[src/gcps_pkg.sv]
// Shared types, widths and constants of the central gravity particle step core.
// Used by gcps_isqrt, gcps_div and central_gravity_particle_step_core.
package gcps_pkg;

  // Fixed field widths
  localparam int unsigned WORD_W    = 32;
  localparam int unsigned GRAV_W    = 48;
  localparam int unsigned STEP_W    = 16;
  localparam int unsigned CFG_DAT_W = 48;
  localparam int unsigned CFG_IDX_W = 3;

  // Square root unit: 66 bit radicand, one result bit per stage
  localparam int unsigned SQ_RAD_W  = 66;
  localparam int unsigned SQ_ROOT_W = 33;
  localparam int unsigned SQ_REM_W  = 34;

  // Divider unit: 64 bit dividend, 33 bit divisor, one quotient bit per stage
  localparam int unsigned DIV_W = 64;
  localparam int unsigned DVS_W = 33;

  // Pull magnitude width and limit
  localparam int unsigned PULL_W = 47;
  localparam logic [PULL_W-1:0] PULL_CAP = '1;

  // Pipeline valid positions: three front stages, root, clamp, two divides, five back stages
  localparam int unsigned V_S4 = 3 + SQ_ROOT_W;
  localparam int unsigned LAT  = 3 + SQ_ROOT_W + 1 + 2 * DIV_W + 5;

  // Register reset values
  localparam logic [WORD_W-1:0] RST_CENTER = '0;
  localparam logic [GRAV_W-1:0] RST_GRAV   = 48'h000F_4240_0000;
  localparam logic [STEP_W-1:0] RST_STEP   = 16'd3277;
  localparam logic [WORD_W-1:0] RST_BIAS   = 32'h000A_0000;
  localparam logic [WORD_W-1:0] RST_MIN_D  = 32'h0005_0000;

  // Register indexes of the configuration port
  typedef enum logic [CFG_IDX_W-1:0] {
    CFG_CENTER_X = 3'd0,
    CFG_CENTER_Y = 3'd1,
    CFG_GRAV     = 3'd2,
    CFG_STEP     = 3'd3,
    CFG_BIAS     = 3'd4,
    CFG_MIN_D    = 3'd5
  } cfg_idx_e;

  // Per-item data that rides alongside the arithmetic units
  typedef struct packed {
    logic [WORD_W-1:0] px;
    logic [WORD_W-1:0] py;
    logic [WORD_W-1:0] vx;
    logic [WORD_W-1:0] vy;
    logic [WORD_W-1:0] mass;
    logic [DVS_W-1:0]  adx;
    logic [DVS_W-1:0]  ady;
    logic              sx;
    logic              sy;
    logic [DVS_W-1:0]  d;
    logic [DVS_W-1:0]  dc;
    logic              tcap;
  } side_t;

  typedef struct packed {
    logic [WORD_W-1:0] val;
    logic              clip;
  } sat_t;

  localparam logic signed [48:0] S32_MAX_W = 49'sh0_0000_7FFF_FFFF;
  localparam logic signed [48:0] S32_MIN_W = 49'sh1_FFFF_8000_0000;

  // Clip a wide signed sum to the signed 32 bit range
  function automatic sat_t sat32(input logic signed [48:0] v);
    sat_t r;
    r.clip = 1'b1;
    if (v > S32_MAX_W) begin
      r.val = 32'h7FFF_FFFF;
    end else if (v < S32_MIN_W) begin
      r.val = 32'h8000_0000;
    end else begin
      r.val  = v[31:0];
      r.clip = 1'b0;
    end
    return r;
  endfunction

endpackage

[src/gcps_isqrt.sv]
// Pipelined integer square root, one root bit per register stage.
// Depends on gcps_pkg for widths.
module gcps_isqrt (
  input  logic                             clk_i,
  input  logic                             en_i,
  input  logic [gcps_pkg::SQ_RAD_W-1:0]    rad_i,
  output logic [gcps_pkg::SQ_ROOT_W-1:0]   root_o
);

  localparam int unsigned N = gcps_pkg::SQ_ROOT_W;

  logic [gcps_pkg::SQ_REM_W-1:0]  rem_q  [N-1];
  logic [gcps_pkg::SQ_RAD_W-1:0]  rad_q  [N-1];
  logic [gcps_pkg::SQ_ROOT_W-1:0] root_q [N];

  for (genvar i = 0; i < N; i++) begin : g_stage
    logic [gcps_pkg::SQ_REM_W-1:0]  rem_in;
    logic [gcps_pkg::SQ_RAD_W-1:0]  rad_in;
    logic [gcps_pkg::SQ_ROOT_W-1:0] root_in;
    logic [gcps_pkg::SQ_REM_W+1:0]  rem_sh;
    logic [gcps_pkg::SQ_REM_W+1:0]  trial;
    logic [gcps_pkg::SQ_REM_W+1:0]  rem_nx;
    logic                           ge;

    if (i == 0) begin : g_first
      assign rem_in  = '0;
      assign rad_in  = rad_i;
      assign root_in = '0;
    end else begin : g_next
      assign rem_in  = rem_q[i-1];
      assign rad_in  = rad_q[i-1];
      assign root_in = root_q[i-1];
    end

    // Bring down the next pair and try root*4+1
    always_comb begin
      rem_sh = {rem_in, rad_in[gcps_pkg::SQ_RAD_W-1 -: 2]};
      trial  = {1'b0, root_in, 2'b01};
      ge     = (rem_sh >= trial);
      rem_nx = ge ? (rem_sh - trial) : rem_sh;
    end

    always_ff @(posedge clk_i) begin
      if (en_i) begin
        root_q[i] <= {root_in[gcps_pkg::SQ_ROOT_W-2:0], ge};
      end
    end

    if (i < N - 1) begin : g_carry
      always_ff @(posedge clk_i) begin
        if (en_i) begin
          rem_q[i] <= rem_nx[gcps_pkg::SQ_REM_W-1:0];
          rad_q[i] <= {rad_in[gcps_pkg::SQ_RAD_W-3:0], 2'b00};
        end
      end
    end
  end

  assign root_o = root_q[N-1];

endmodule

[config.mk]
export PLATFORM = sky130hd
export DESIGN_NAME = gcps_isqrt
export DESIGN_NICKNAME = d
export VERILOG_FILES = /design/src/gcps_pkg.sv /design/src/gcps_isqrt.sv
export SDC_FILE = /design/constraint.sdc
export NUM_CORES = 2
export LEC_CHECK = 0
export ABC_CLOCK_PERIOD_IN_PS = 3250
export BUFFER_PORTS_ARGS = -buffer_cell sky130_fd_sc_hd__buf_2
export CAP_MARGIN = 10
export CORE_MARGIN = 5
export CORE_UTILIZATION = 55
export DETAILED_ROUTE_END_ITERATION = 16
export GPL_TIMING_DRIVEN = 0
export MAX_ROUTING_LAYER = met4
export PLACE_DENSITY = 0.85
export SYNTH_ARGS = -nofsm -noshare
export SYNTH_HDL_FRONTEND = slang
export SYNTH_MEMORY_MAX_BITS = 65536
export SYNTH_SLANG_ARGS = --single-unit
[constraint.sdc]
create_clock -name clk_i -period 3.25 [get_ports clk_i]
set_input_delay 0.8125 -clock clk_i [delete_from_list [all_inputs] [get_ports clk_i]]
set_output_delay 0.8125 -clock clk_i [all_outputs]
set_load 0.03 [all_outputs]
# Word-level counts from Yosys, hierarchy flattened
# Memories as Yosys holds them, arrays and structs flattened.
# Index checks and enable logic that the tools add are counted.
dict set report totals {
  regBits 0
  mem_bits_rw 4225
  word_cells 102
  n_memories 3
}
# name words word_bits read_ports rd_clocked_by_memory_dff wr line
set mem_list {}
lappend mem_list {rad_q 32 64 32 0 32 gcps_isqrt.sv:13} ;# logic [gcps_pkg::SQ_RAD_W-1:0] rad_q [N-1];
lappend mem_list {root_q 33 33 33 0 33 gcps_isqrt.sv:14} ;# logic [gcps_pkg::SQ_ROOT_W-1:0] root_q [N];
lappend mem_list {rem_q 32 34 32 0 32 gcps_isqrt.sv:12} ;# logic [gcps_pkg::SQ_REM_W-1:0] rem_q [N-1];
dict set report op_classes {
  add_sub_neg 32
  order_cmp 33
  n_mux 34
}
# cell n
set ops {}
lappend ops {{$ge 36x35->1} 32}
lappend ops {{$mux 34} 32}
lappend ops {{$sub 34x34->34} 31}
lappend ops {{$sub 2x1->3 const B} 1}
lappend ops {{$ge 2x1->1 const B} 1}
lappend ops {{$mux 1} 2}

# Depth between registers and ports, before layout
# An unclocked memory read counts as a cell.
dict set report logic_depth {
  depth_word 3
  mapped_depth 14
  mapped_depth_nobuf 13
}

# Least setup slack after synthesis
# Ideal clock, no wire load.
dict set report synth_path {
  path_kind {reg2reg}
  start {memory rem_q[4][12] (netlist name)}
  end {memory rem_q[5][15] (netlist name) (data pin)}
  setup_ps 271
  arrival_time_ps 3308
  required_ps 2979
  slack_ps -330
  path_stages_with_launch 14
  synth_period_minus_slack_ps 3580
  path_cell_list {edfxtp_1 > or4_4 > nor4_2 > nand4_1 > or4_1 > or3_1 > nor4_2 > buf_4 > inv_4 > nand3_2 > or2_4 > buf_6 > nor4_1 > xor2_1}
}
# element line
set synth_lines {}
lappend synth_lines {{start: declaration} gcps_isqrt.sv:12}

==> flow_summary.ini <==
[pwr]
switching_power_w = 0.03048
leakage_nw = 56.52
swShare_pct = 29.50
power_frac_comb_pct = 24.3
power_density_nw_per_um2 = 701.7
irDropWorstVdd_v = 0.0005631
power_frac_seq_pct = 45.1
p_int_w = 0.07283
clkPwrFrac_pct = 30.6

[cells_and_area]
layout.nets = 11010
drive_above_1_share_pct = 18.86
fillers = 15030
areaGrowthSynthToFinish_pct = 19.71
fin_util_pct = 66.23

[critical_path]
cp_top_family = simple AND/OR/NAND/NOR gates
path_buf_inv = 0
worst-endpoint-required_ps = 3920
critPathMostFrequentCell = or4_4
cp.arrival_ps = 4400
worstSetupPathType = reg -> reg
path_cells = or4_4, or3_4, or4_4, or4_4, nor3_4, nand2b_4, or4b_4, nor4_4, xor2_1
max_stage_delay_ps = 560
start_kind = flip-flop
worst_setup_path_end_kind = flip-flop
critPathSlowestCell = or4_4
worstPathMaxFanout = 3

[timing]
finalSetupTns_ps = -33540
min_period_over_period_pct = 114.7
max_freq_mhz = 268.2
setup_viol = 252
report.final.slew_viol_count = 0
grt_setup_unrepaired = true
hold_violations = 0
finalClockSkew_ps = 81.44
finalCriticalPeriod_ps = 3729
relSlewSlack_pct = 31.68
worst_slack_ps = -478.8
worst_slew_pin_slew_ps = 1025

[clocking]
cts_buffers = 293
htree_levels = 5
clockBufferDepth = 4
cts-root-buf = clkbuf_16
cts_tree = done
clock_latency_ps = 960
cts_sinks = 2654
path_clk_slew_ps = 60

[detailed_routing]
wl_um = 284000
drt-initial-drc-count = 6325
route.detailed.drc = 0
ant_nets = 0
vias = 79010
vias_per_cell = 5.841
drt-pass1-iter-count = 6
routedWlPerCell_um = 20.99

[status]
violations = setup timing
status = finished, violations left

[floorplanning]
rows = 173
die_w_um = 482.9
core_um2 = 222300
initial_utilization_pct = 55.32
top_level_ports = 101
die_y_um = 482.9
dieArea_um2 = 233200

[synthesis]
synth_ff_type = edfxtp_1
synth_edf_count = 2654
synthCells = 9475
ys_seq_area_share_pct = 64.80
netlist.area_leader.share_pct = 64.80
ys_ff_latch = 2654
synth.area.top_cells = edfxtp_1, ha_1, xor2_1, xnor2_1, a21oi_1
netlist_area_um2 = 123000
synthDistinctLibCells = 92
ys_warn_count = 0
async_reset_ff_share_pct = 0
avgSynthCellArea_um2 = 12.98
synth_nets = 10140
yosys.area.top_type = edfxtp_1

[flow_run]
max_cap_violations = 0

[global_route]
grt_max_degree = 193
track_usage_pct = 23.79
grt_pass1_vias = 77910
antenna_found_initial = 6
grt_overflow_total = 0
grt_pass1_wl_um = 426800

[placed_design]
io_buffers = 100
dpl.hpwl_um = 184900
routabilityCongestion = 0.9845

[hold_path]
hp-class = in -> reg
## placed cells by master, fill, tap and decap left out, drive strengths merged, types with 46 or more instances in the layout
master / n
edfxtp: 2654
inv: 757
nand2: 664
a21oi: 597
ha: 596
nor2: 589
buf: 586
o21ai: 508
clkbuf: 462
xor2: 439
xnor2: 428
a21o: 277
nor3: 227
nand3: 162
nand4: 115
nor4: 115
clkinv: 113
nand2b: 111
or3: 99
o21a: 97
nor2b: 89
mux2: 79
o31ai: 54
or4: 53
o21bai: 52
or2: 47
a211oi: 46
## flip-flops by register name, indices dropped and copies added, names as in the netlist
signal / count
root_q: 561
rad_q: 1056
rem_q: 1037
## cell usage after synthesis (162+ instances only)
cell      instances
xor2_1          439
edfxtp_1       2654
xnor2_1         428
a21o_1          277
nor3_1          225
nand2_1         664
clkbuf_1        162
inv_1           745
o21ai_0         505
nor2_1          588
ha_1            596
a21oi_1         596
## path summary, 6_finish.rpt
kind / endpoint / slack (ps) / depth (start not counted) / from
max: rem_q[9][33] / -480 / 9 / rem_q[8][12]
min: rad_q[0][49] / 60 / 1 / rad_i[49]
max reg2reg: rem_q[9][33] / -480 / 9 / rem_q[8][12]
min reg2reg: rad_q[4][36] / 340 / 0 / rad_q[3][34]
## layer usage
metal | vias to the layer above | share of wire, % | track usage, %
met5 | - | 0 | -
met4 | 0 | 5.8 | 11.24
met3 | 967 | 5.2 | 3.192
met2 | 3064 | 51 | 41.12
met1 | 38220 | 38 | 27.63
li1 | 36760 | - | -
## cell families (layout without fill, tap and decap cells)
logic type | count (synthesis) | count (layout) | synth area share (%)
DFF | 2654 | 2654 | 64.80
and+or+nand+nor | 2429 | 2429 | 9.708
AOI/OAI and AO/OA | 1913 | 1914 | 9.606
buffers and inverters | 927 | 1999 | 2.849
xor gates and xnor gates | 867 | 867 | 6.174
adders and majority gates | 596 | 596 | 6.063
muxes | 88 | 88 | 0.7966
other | 1 | 5 | 0.003049
## timing repair
action                      CTS  global route
hold endpoints to repair     37             0
pin swaps                   217           210
hold buffers                 37             0
cloned                       18            12
setup endpoints to repair  1454           965
buffers inserted            249           183
resized for setup           859           715
## power by group through the flow
stage               logic (W)  registers (W)  clock network [W]
floorplan              0.0149         0.0456                  0
global placement       0.0170         0.0477                  0
detailed placement     0.0205         0.0469                  0
CTS                    0.0230         0.0463             0.0323
global route           0.0272         0.0469             0.0339
finish                 0.0251         0.0466             0.0316
## final cells by class
type	instances	area [µm²]	area share [%]
diodes	4	10.01	0.006799
well taps	2975	3722	2.528
multi-input cells	5895	44990	30.56
plain buffers	157	1318	0.8949
inverters	747	2846	1.933
repair buffers	597	5563	3.778
flip-flops and latches	2654	79700	54.13
clock inverters	162	1523	1.034
clock buffers	336	7557	5.133
## metrics by stage
step | hold slack, ps | instances | power (W) | worst slack [ps] | cell area (µm²)
2_1_floorplan | 400.3 | 9475 | 0.06056 | -278.3 | 123200
3_3_place_gp | 400.3 | 12550 | 0.06475 | -38690 | 127500
3_5_place_dp | 404.5 | 12570 | 0.06739 | -1961 | 127900
4_1_cts | 1.497 | 13350 | 0.1016 | -371.9 | 143000
5_1_grt | 22.19 | 13520 | 0.1080 | -503.1 | 147200
6_report | 63.62 | 13530 | 0.1033 | -478.8 | 147200
(Power assumes the default switching activity.)
